<file path="config.mk">
export PLATFORM = sky130hd
export DESIGN_NAME = sorted_key_table_insert_delete_flat
export DESIGN_NICKNAME = d
export VERILOG_FILES = /design/src/sv/skt_pkg.sv /design/src/sv/skt_in_if.sv /design/src/sv/skt_out_if.sv /design/src/sv/sorted_key_table_insert_delete.sv /design/src/flat_wrapper.sv
export SDC_FILE = /design/constraint.sdc
export NUM_CORES = 2
export LEC_CHECK = 0
export ABC_CLOCK_PERIOD_IN_PS = 7400
export BUFFER_PORTS_ARGS = -buffer_cell sky130_fd_sc_hd__buf_4
export CAP_MARGIN = 30
export CORE_UTILIZATION = 63
export CTS_CLUSTER_SIZE = 16
export DETAILED_ROUTE_END_ITERATION = 8
export PLACE_DENSITY = 0.78
export SYNTH_ARGS = -nofsm -noshare
export SYNTH_HDL_FRONTEND = slang
export SYNTH_SLANG_ARGS = --single-unit
</file>
<file path="constraint.sdc">
create_clock -name clk_i -period 7.4 [get_ports clk_i]
set_input_delay 1.48 -clock clk_i [delete_from_list [all_inputs] [get_ports clk_i]]
set_output_delay 1.48 -clock clk_i [all_outputs]
set_load 0.05 [all_outputs]
</file>
<file path="src/sv/skt_pkg.sv">
// Shared types and constants for the sorted key table.
// Used by the channel interfaces and the top level; no dependencies.
package skt_pkg;

  localparam int unsigned TABLE_DEPTH = 64;
  localparam int unsigned KEY_BITS    = 40;
  localparam int unsigned SCORE_BITS  = 14;
  localparam int unsigned IDX_W       = $clog2(TABLE_DEPTH);
  localparam int unsigned CNT_W       = $clog2(TABLE_DEPTH + 1);

  typedef enum logic {
    OP_INSERT = 1'b0,
    OP_DELETE = 1'b1
  } op_e;

  typedef enum logic [2:0] {
    ST_INSERTED  = 3'd0,
    ST_DELETED   = 3'd1,
    ST_NOT_FOUND = 3'd2,
    ST_EMPTY     = 3'd3,
    ST_FULL      = 3'd4
  } status_e;

  typedef enum logic [1:0] {
    S_IDLE  = 2'd0,
    S_RUN   = 2'd1,
    S_PLACE = 2'd2,
    S_DONE  = 2'd3
  } state_e;

  typedef struct packed {
    logic [KEY_BITS-1:0]   key;
    logic [SCORE_BITS-1:0] score;
  } entry_t;

endpackage

</file>
<file path="src/sv/skt_in_if.sv">
// Request channel of the sorted key table: valid/ready plus one request word.
// Depends on skt_pkg for field widths.
interface skt_in_if
  import skt_pkg::*;
();
  logic                  valid;
  logic                  ready;
  logic                  opcode;
  logic [KEY_BITS-1:0]   record_key;
  logic [SCORE_BITS-1:0] score_value;

  modport source (output valid, output opcode, output record_key, output score_value,
                  input ready);
  modport sink   (input valid, input opcode, input record_key, input score_value,
                  output ready);
endinterface

</file>
<file path="src/sv/skt_out_if.sv">
// Response channel of the sorted key table: valid/ready plus one response word.
// Depends on skt_pkg for field widths.
interface skt_out_if
  import skt_pkg::*;
();
  logic             valid;
  logic             ready;
  logic [2:0]       status;
  logic [CNT_W-1:0] entry_count;
  logic [IDX_W-1:0] position;

  modport source (output valid, output status, output entry_count, output position,
                  input ready);
  modport sink   (input valid, input status, input entry_count, input position,
                  output ready);
endinterface

</file>
<file path="src/sv/sorted_key_table_insert_delete.sv">
// Sorted key table: record memory, scan/shift sequencer and response register.
// Depends on skt_pkg, skt_in_if and skt_out_if.
//
// Usage:
//   in_i carries request words (opcode, record_key, score_value); out_o returns
//   one response word (status, entry_count, position) per request. Records sit
//   in ascending key order in a single-port-write, single-port-read memory.
//   An insert scans down from the last record, moving each record whose key is
//   not below the new one up a place, then writes the new record. A delete
//   scans up from position 0 until the key is reached, then moves the records
//   behind it down a place. One memory read and one write happen per cycle,
//   so the scan over the memory port sets the rate.
//   An insert passes through the scan in S_RUN (skipped when the table is empty),
//   then S_PLACE and S_DONE; a delete ends its scan in S_DONE. An insert into
//   a full table or a delete from an empty one goes straight to S_DONE.
//   in_i.ready is high only while no request is in work, so the next request
//   can be accepted in the same cycle as the response turns valid.
//   A finished response waits in the output register while out_o.ready is
//   low, and a new request is accepted meanwhile; it holds at its end until
//   the register frees.
//   Reset empties the table at once (record count cleared); memory contents
//   are left as they are and are never read before being written.
module sorted_key_table_insert_delete
  import skt_pkg::*;
(
  input  logic      clk_i,
  input  logic      rst_ni,
  skt_in_if.sink    in_i,
  skt_out_if.source out_o
);

  entry_t mem_q [TABLE_DEPTH];
  entry_t rd_q;

  state_e                state_q, state_d;
  op_e                   op_q, op_d;
  logic [KEY_BITS-1:0]   key_q, key_d;
  logic [SCORE_BITS-1:0] score_q, score_d;
  logic [CNT_W-1:0]      count_q, count_d;
  logic [IDX_W-1:0]      idx_q, idx_d;
  logic [IDX_W-1:0]      pos_q, pos_d;
  logic                  found_q, found_d;
  status_e               stat_q, stat_d;

  logic                  ovld_q, ovld_d;
  logic                  oload;
  status_e               ost_q;
  logic [CNT_W-1:0]      ocnt_q;
  logic [IDX_W-1:0]      opos_q;

  logic                  mem_we, mem_re;
  logic [IDX_W-1:0]      mem_waddr, mem_raddr;
  entry_t                mem_wdata;
  logic [IDX_W-1:0]      last_idx;
  logic                  at_last;

  assign last_idx = IDX_W'(count_q - CNT_W'(1));
  assign at_last  = (idx_q == last_idx);

  // Record memory: one write and one registered read per cycle
  always_ff @(posedge clk_i) begin
    if (mem_we) begin
      mem_q[mem_waddr] <= mem_wdata;
    end
    if (mem_re) begin
      rd_q <= mem_q[mem_raddr];
    end
  end

  always_comb begin
    state_d   = state_q;
    op_d      = op_q;
    key_d     = key_q;
    score_d   = score_q;
    count_d   = count_q;
    idx_d     = idx_q;
    pos_d     = pos_q;
    found_d   = found_q;
    stat_d    = stat_q;
    ovld_d    = ovld_q;
    oload     = 1'b0;
    mem_we    = 1'b0;
    mem_re    = 1'b0;
    mem_waddr = idx_q;
    mem_raddr = idx_q;
    mem_wdata = rd_q;

    if (ovld_q && out_o.ready) begin
      ovld_d = 1'b0;
    end

    unique case (state_q)
      S_IDLE: begin
        if (in_i.valid) begin
          op_d    = op_e'(in_i.opcode);
          key_d   = in_i.record_key;
          score_d = in_i.score_value;
          found_d = 1'b0;
          pos_d   = '0;
          if (op_e'(in_i.opcode) == OP_INSERT) begin
            if (count_q == CNT_W'(TABLE_DEPTH)) begin
              stat_d  = ST_FULL;
              state_d = S_DONE;
            end else if (count_q == '0) begin
              state_d = S_PLACE;
            end else begin
              mem_re    = 1'b1;
              mem_raddr = last_idx;
              idx_d     = last_idx;
              state_d   = S_RUN;
            end
          end else begin
            if (count_q == '0) begin
              stat_d  = ST_EMPTY;
              state_d = S_DONE;
            end else begin
              mem_re    = 1'b1;
              mem_raddr = '0;
              idx_d     = '0;
              state_d   = S_RUN;
            end
          end
        end
      end

      S_RUN: begin
        if (op_q == OP_INSERT) begin
          // rd_q holds the record at idx_q; move it up while not below the new key
          if (rd_q.key >= key_q) begin
            mem_we    = 1'b1;
            mem_waddr = idx_q + IDX_W'(1);
            if (idx_q == '0) begin
              pos_d   = '0;
              state_d = S_PLACE;
            end else begin
              mem_re    = 1'b1;
              mem_raddr = idx_q - IDX_W'(1);
              idx_d     = idx_q - IDX_W'(1);
            end
          end else begin
            pos_d   = idx_q + IDX_W'(1);
            state_d = S_PLACE;
          end
        end else if (found_q) begin
          // close the gap: move each trailing record down a place
          mem_we    = 1'b1;
          mem_waddr = idx_q - IDX_W'(1);
          if (at_last) begin
            count_d = count_q - CNT_W'(1);
            stat_d  = ST_DELETED;
            state_d = S_DONE;
          end else begin
            mem_re    = 1'b1;
            mem_raddr = idx_q + IDX_W'(1);
            idx_d     = idx_q + IDX_W'(1);
          end
        end else if (rd_q.key == key_q) begin
          pos_d = idx_q;
          if (at_last) begin
            count_d = count_q - CNT_W'(1);
            stat_d  = ST_DELETED;
            state_d = S_DONE;
          end else begin
            found_d   = 1'b1;
            mem_re    = 1'b1;
            mem_raddr = idx_q + IDX_W'(1);
            idx_d     = idx_q + IDX_W'(1);
          end
        end else if (rd_q.key < key_q && !at_last) begin
          mem_re    = 1'b1;
          mem_raddr = idx_q + IDX_W'(1);
          idx_d     = idx_q + IDX_W'(1);
        end else begin
          stat_d  = ST_NOT_FOUND;
          state_d = S_DONE;
        end
      end

      S_PLACE: begin
        mem_we          = 1'b1;
        mem_waddr       = pos_q;
        mem_wdata.key   = key_q;
        mem_wdata.score = score_q;
        count_d         = count_q + CNT_W'(1);
        stat_d          = ST_INSERTED;
        state_d         = S_DONE;
      end

      S_DONE: begin
        // hold until the response register is free
        if (!ovld_q || out_o.ready) begin
          oload   = 1'b1;
          ovld_d  = 1'b1;
          state_d = S_IDLE;
        end
      end
    endcase
  end

  always_ff @(posedge clk_i or negedge rst_ni) begin
    if (!rst_ni) begin
      state_q <= S_IDLE;
      count_q <= '0;
      found_q <= 1'b0;
      ovld_q  <= 1'b0;
    end else begin
      state_q <= state_d;
      count_q <= count_d;
      found_q <= found_d;
      ovld_q  <= ovld_d;
    end
  end

  always_ff @(posedge clk_i) begin
    op_q    <= op_d;
    key_q   <= key_d;
    score_q <= score_d;
    idx_q   <= idx_d;
    pos_q   <= pos_d;
    stat_q  <= stat_d;
    if (oload) begin
      ost_q  <= stat_q;
      ocnt_q <= count_q;
      opos_q <= pos_q;
    end
  end

  assign in_i.ready        = (state_q == S_IDLE);
  assign out_o.valid       = ovld_q;
  assign out_o.status      = ost_q;
  assign out_o.entry_count = ocnt_q;
  assign out_o.position    = opos_q;

  a_count_bound : assert property (@(posedge clk_i) disable iff (!rst_ni)
    count_q <= CNT_W'(TABLE_DEPTH))
    else $error("record count beyond table depth");

  a_insert_pos : assert property (@(posedge clk_i) disable iff (!rst_ni)
    (ovld_q && ost_q == ST_INSERTED) |-> ({1'b0, opos_q} < ocnt_q))
    else $error("insert position outside table");

  a_fail_pos_zero : assert property (@(posedge clk_i) disable iff (!rst_ni)
    (ovld_q && (ost_q == ST_NOT_FOUND || ost_q == ST_EMPTY || ost_q == ST_FULL))
      |-> (opos_q == '0))
    else $error("nonzero position on failed request");

  a_full_count : assert property (@(posedge clk_i) disable iff (!rst_ni)
    (ovld_q && ost_q == ST_FULL) |-> (ocnt_q == CNT_W'(TABLE_DEPTH)))
    else $error("full status with table not full");

  a_done_load : assert property (@(posedge clk_i) disable iff (!rst_ni)
    (state_q == S_DONE && !ovld_q) |=> (ovld_q && state_q == S_IDLE))
    else $error("finished request not loaded into response register");

endmodule

</file>
<file path="src/flat_wrapper.sv">
// flat-port wrapper written by rule: the top's interface ports become plain ports
module sorted_key_table_insert_delete_flat import skt_pkg::*;
  (clk_i, rst_ni, in_i_valid, in_i_opcode, in_i_record_key, in_i_score_value, in_i_ready, out_o_valid, out_o_status, out_o_entry_count, out_o_position, out_o_ready);
  skt_in_if in_i_i ();
  skt_out_if out_o_i ();
  input  logic clk_i;
  input  logic rst_ni;
  input wire logic [$bits(in_i_i.valid)-1:0] in_i_valid;
  input wire logic [$bits(in_i_i.opcode)-1:0] in_i_opcode;
  input wire logic [$bits(in_i_i.record_key)-1:0] in_i_record_key;
  input wire logic [$bits(in_i_i.score_value)-1:0] in_i_score_value;
  output wire logic [$bits(in_i_i.ready)-1:0] in_i_ready;
  output wire logic [$bits(out_o_i.valid)-1:0] out_o_valid;
  output wire logic [$bits(out_o_i.status)-1:0] out_o_status;
  output wire logic [$bits(out_o_i.entry_count)-1:0] out_o_entry_count;
  output wire logic [$bits(out_o_i.position)-1:0] out_o_position;
  input wire logic [$bits(out_o_i.ready)-1:0] out_o_ready;
  assign in_i_i.valid = in_i_valid;
  assign in_i_i.opcode = in_i_opcode;
  assign in_i_i.record_key = in_i_record_key;
  assign in_i_i.score_value = in_i_score_value;
  assign in_i_ready = in_i_i.ready;
  assign out_o_valid = out_o_i.valid;
  assign out_o_status = out_o_i.status;
  assign out_o_entry_count = out_o_i.entry_count;
  assign out_o_position = out_o_i.position;
  assign out_o_i.ready = out_o_ready;
  sorted_key_table_insert_delete u_core (.clk_i(clk_i), .rst_ni(rst_ni), .in_i(in_i_i), .out_o(out_o_i));
endmodule
</file>
# After elaboration in Yosys (flattened, before gate mapping)
# Memories as Yosys holds them, arrays and structs flattened. A register that Yosys moved wholly into a read port is not among the register bits.
# Index checks and enable logic that the tools add are counted.
# op_classes
muxes,82
reduce_logical,17
n_eq_ne,17
order_cmp,2
add_sub_neg,4
# ops
cell,n
2-to-1 mux 6 bit,21
2-to-1 mux 54 bit,1
equality test 40 bit,1
>= comparator 40 bit,1
less-than comparator 40 bit,1
one-hot mux 6 bit (2 select lines),3
2-to-1 mux 7 bit,4
2-to-1 mux 3 bit,9
2-to-1 mux 2 bit,13
2-to-1 mux 1 bit,25
one-hot mux 7 bit (2 select lines),1
one-hot mux 3 bit (3 select lines),1
one-hot mux 2 bit (4 select lines),1
"adder 7 x 1 -> 7 bit, second input constant",1
"equality test 7 bit, second input constant",1
zero test 7 bit,1
"subtractor 7 x 1 -> 7 bit, second input constant",1
"adder 6 x 1 -> 6 bit, second input constant",1
equality test 6 bit,1
zero test 6 bit,1
"!= test 3 x 2 -> 1 bit, second input constant",2
"!= test 3 bit, second input constant",2
one-hot mux 1 bit (2 select lines),3
AND reduction 3 bit,2
other kinds (19),24
# totals
regBits,97
memories,1
wordCells,136
mem_bits_rw,3456
out_inout_bits,18
# memory_table
name,words,width,rd,rd_ports_with_merged_regs,wr,line_no,source
u_core.mem_q,64,54,1,1,1,sorted_key_table_insert_delete.sv:32,entry_t mem_q [TABLE_DEPTH];

# Longest topological paths before layout
# depth
ltp_word,9
ltp_mapped,24
mapped_depth_nobuf,17

# Worst setup path after synthesis
# No wires, ideal clock.
# synth_timing
kind,reg-to-reg
start,"register, netlist name u_core.rd_q[29]"
end,memory u_core.mem_q[24][14] (netlist bit) (enable)
setup_ns,0.438
period_less_slack_ns,5.234
t_arrival_ns,4.797
n_path_buf,0
path_slack_ns,2.166
stages_incl_launch_ff,16
path_cell_list,edfxtp_1 ha_1 a21oi_1 o21ai_0 a221oi_1 a21boi_1 nor3_2 nand2_1 inv_1 ha_1 a22oi_1 o21ai_0 a22oi_1 and3_1 nand2_1 nor2_1
# synth_via
elab_chain_len,6
word_cells_on_any_way,9
# synth_rtl
item,line_no,source
>= comparator 40 bit (*),sorted_key_table_insert_delete.sv:129,if (rd_q.key >= key_q) begin
2-to-1 mux 1 bit,sorted_key_table_insert_delete.sv:129,
2-to-1 mux 1 bit,sorted_key_table_insert_delete.sv:127,if (op_q == OP_INSERT) begin
one-hot mux 1 bit (2 select lines),sorted_key_table_insert_delete.sv:92,unique case (state_q)
2-to-1 mux 1 bit,sorted_key_table_insert_delete.sv:62,if (mem_we) begin
2-to-1 mux 1 bit (not written as such),sorted_key_table_insert_delete.sv:63,mem_q[mem_waddr] <= mem_wdata;
to (decl),sorted_key_table_insert_delete.sv:32,
# Mark *: on every way between the ends. The rest lies on a longest branch, timed or not.

# Final worst setup path
# layout_timing
start,register u_core.count_q[0]
end,"register, netlist name u_core.rd_q[15]"
# layout_via
elab_chain_len,9
word_cells_on_any_way,27
# layout_rtl
item,line_no,source
from (decl),sorted_key_table_insert_delete.sv:39,"logic [CNT_W-1:0] count_q, count_d;"
from (signal assigned),sorted_key_table_insert_delete.sv:208,count_q <= count_d;
subtractor 7 x 1 -> 7 bit,-,
equality test 6 bit,sorted_key_table_insert_delete.sv:58,assign at_last = (idx_q == last_idx);
zero test 1 bit,sorted_key_table_insert_delete.sv:169,end else if (rd_q.key < key_q && !at_last) begin
logical AND 1 bit,sorted_key_table_insert_delete.sv:169,
2-to-1 mux 6 bit or 2-to-1 mux 1 bit (tied branches),-,
2-to-1 mux 6 bit or 2-to-1 mux 1 bit (tied branches),sorted_key_table_insert_delete.sv:157,end else if (rd_q.key == key_q) begin
2-to-1 mux 6 bit or 2-to-1 mux 1 bit (tied branches),sorted_key_table_insert_delete.sv:144,end else if (found_q) begin
2-to-1 mux 6 bit or 2-to-1 mux 1 bit (tied branches),sorted_key_table_insert_delete.sv:127,
one-hot mux 6 bit (2 select lines) or one-hot mux 1 bit (2 select lines) (tied branches),sorted_key_table_insert_delete.sv:92,
# Parallel ways exist; a longest one is shown, timed or not.
# A chain may end at the register's enable or synchronous reset.

==> flow_summary.ini <==
[outcome]
status = finished, final reports clean

[setup_path]
setup.worst_path.start_class = flip-flop
cp-startpoint = u_core.count_q[0]
timing.reg2reg.setup_slack_ns = 0.86
timing.rr.end = u_core.rd_q[15]
worst-r2r-cell-count = 15
worst-setup-path-type = flip-flop to flip-flop
crit_fanout = 195
endpoint_kind = flip-flop
required_ns = 8.01
cp.arrival_ns = 7.14
r2r_start = u_core.count_q[0]

[yosys]
synth_seq_area_share = 0.7403
synth_fp_nets = 8227
avgSynthCellArea_um2 = 13.39
synth.cell_area_mm2 = 0.1087
synthArstFlopShare = 0.004100
ys.warnings.count = 0
ys_seq_elements = 2683
synthFlopType = edfxtp_1
synth_edf_count = 2666
synth_cell_type_count = 86
syn_inst = 8118

[cells_and_area]
n_fill_cell = 10472
stdcell_area_mm2 = 0.1215
design.final.nets = 8254
final_core_util = 0.7084
multi_input_area_mm2 = 0.02600
drive_gt1_frac = 0.09918
syn2layout_area_growth_pct = 11.83
final-seq-area_mm2 = 0.08045

[clock_network]
cts_max_level = 5
ctsRootBufferMaster = clkbuf_16
cts_max_path_buffers = 4
postCtsSetupBuffers = 0
cts_tree = done
cts_buffers = 278
clkTransAtPathRegs_ns = 0.06
cts.sinks = 2683
cts_hold_buffers = 0
postCtsResizedCells = 0
clock_latency_ns = 0.95

[timing]
max_slew_margin = 0.2528
tightestPinTransition_ns = 1.121
setup_violations = 0
slew_violations = 0
hold_viol = 0
fin_crit_ns = 6.539
period_share = 0.8837
skew_ns = 0.05183
timing.final.ws_setup_ns = 0.8607
fmax_ghz = 0.1529
finalSetupTns_ns = 0
rsz0062_at_grt = false

[die]
die-area_mm2 = 0.1742
io_pins = 77
fp.dieW_um = 417.3
core_mm2 = 0.1715
fp.dieH_um = 417.3
row_count = 152
initial_core_util = 0.6335

[grt]
grt_remaining_overflow = 0
antenna_found_initial = 12
grt_usage = 0.3659
grt_max_degree = 196
grt_pass1_vias = 70751
grt_pass1_wl_mm = 461.7

[route]
route.detailed.drc = 0
ant_nets = 0
drt_iter0_markers = 13131
wl_per_cell_um = 30.29
viasPerCell = 6.931
routed_wl_mm = 322.6
vias = 73825
drt_pass1_iterations = 7

[placement]
pre_cts_slack_ns = 1.178
port-buffer-count = 62
dpl.hpwl_mm = 170.4
dpl_cell_area_mm2 = 0.1132
place_congestion = 0.9291

[run]
maxCapViolations = 0

[hold_path]
hold_path_class = input port to async pin
## registers in the layout, indices dropped and copies added, names as in the netlist
signal and cells:
u_core.stat_q 3, u_core.mem_q 2560, u_core.out_o.valid 1, u_core.out_o.status 3
u_core.out_o.entry_count 7, u_core.op_q 1, u_core.state_q 2, u_core.count_q 7
u_core.found_q 1, u_core.pos_q 6, u_core.idx_q 6, u_core.out_o.position 6
u_core.rd_q 40, u_core.key_q 40
## logic make-up after synthesis
family	after synthesis	synth area share
flip-flops	2683	0.7403
XOR/XNOR	26	0.002418
AND/OR/NAND/NOR	3534	0.1425
multiplexers	139	0.01371
buffers and inverters	634	0.02588
adder cells (fa/ha/maj)	50	0.005757
AO/OA/AOI/OAI	1052	0.06943
## per-stage QoR
step / instances / hold WS (ns)
after detailed placement: 10174 / 0.4372
after floorplan: 8118 / 0.4196
final: 10651 / 0.4021
after CTS: 10637 / 0.3577
after global routing: 10641 / 0.4007
after global placement: 10137 / 0.4349
## routing by layer
metal	routed length, um	global-route usage	up-vias
met4	19530	0.2075	12
met3	49330	0.1067	1251
met2	145500	0.5523	6120
li1	-	-	30514
met5	80	0	-
met1	108200	0.4787	35928
## placed cells by master (no fill, tap or decap), drive strengths merged, types with 91 or more instances in the layout
| cell | n |
|---|---|
| a211oi | 206 |
| a21oi | 154 |
| a311oi | 107 |
| a31oi | 185 |
| and3 | 267 |
| buf | 319 |
| clkbuf | 356 |
| clkinv | 94 |
| edfxtp | 2666 |
| nand2 | 2028 |
| nand3 | 972 |
| nor2 | 162 |
| o21ai | 91 |
## cell type report
class                      count  area share
sequential                  2683      0.6620
multi-input combinational   4801      0.2140
antenna                       13   0.0002677
inverter                      62    0.002296
timing repair buffer         319     0.02924
clock buffer                 356     0.06166
tap                         2310     0.02378
clock inverter               107    0.006795
## cell usage after synthesis, types with 11 or more instances
library cell  instances  area (um^2)
edfxtp_1           2666        80060
nand2_1            2026         7605
nand3_1             972         4865
clkbuf_1            268         1006
and3_1              267         1670
a211oi_1            206         1546
buf_2               192        960.9
a31oi_1             185         1157
nor2_1              161        604.3
a21oi_1             154        770.7
a311oi_1            107        937.2
o21ai_0              89        445.4
mux2i_1              81        810.8
buf_1                74        277.8
a221oi_1             63        551.8
inv_1                55        206.5
mux2_2               55        619.3
ha_1                 50        625.6
o22ai_1              47        294.0
a221o_1              37        370.4
buf_4                26        195.2
a32o_1               23        230.2
and4_1               21        183.9
a22o_1               19        166.4
nor3_1               17        85.08
a32oi_1              13        113.9
nand4_1              13        81.33
xnor2_1              13        113.9
a31o_1               12        105.1
buf_6                12        135.1
dfrtp_1              11        275.3
nor4_1               11        68.82
## critical path, cell delays in order, from the launching register on
cell and delay, ns:
dfrtp_1 0.52, inv_1 0.12, ha_1 0.21, or3b_1 0.49, xnor2_2 0.23, o2111ai_2 0.20, or2_1 0.45, mux2_4 0.26
a2bb2oi_1 0.18, and4_4 0.53, buf_12 0.62, buf_4 0.66, a311oi_1 0.20, a311o_1 0.38, a32oi_1 0.84, a221oi_1 0.09
## worst max path at each step
stage,endpoint,slack [ns],depth (start not counted)
finish,u_core.rd_q[15],0.86,15
global placement,u_core.rd_q[15],1.28,15
floorplan,u_core.mem_q[24][14],2.17,15
detailed placement,u_core.rd_q[15],1.18,15
global route,u_core.rd_q[15],0.67,15
CTS,u_core.rd_q[15],1.14,15
Power is left out: the tool's default activity adds up to more than one toggle a clock period on the data nets, which glitch-free logic cannot reach.
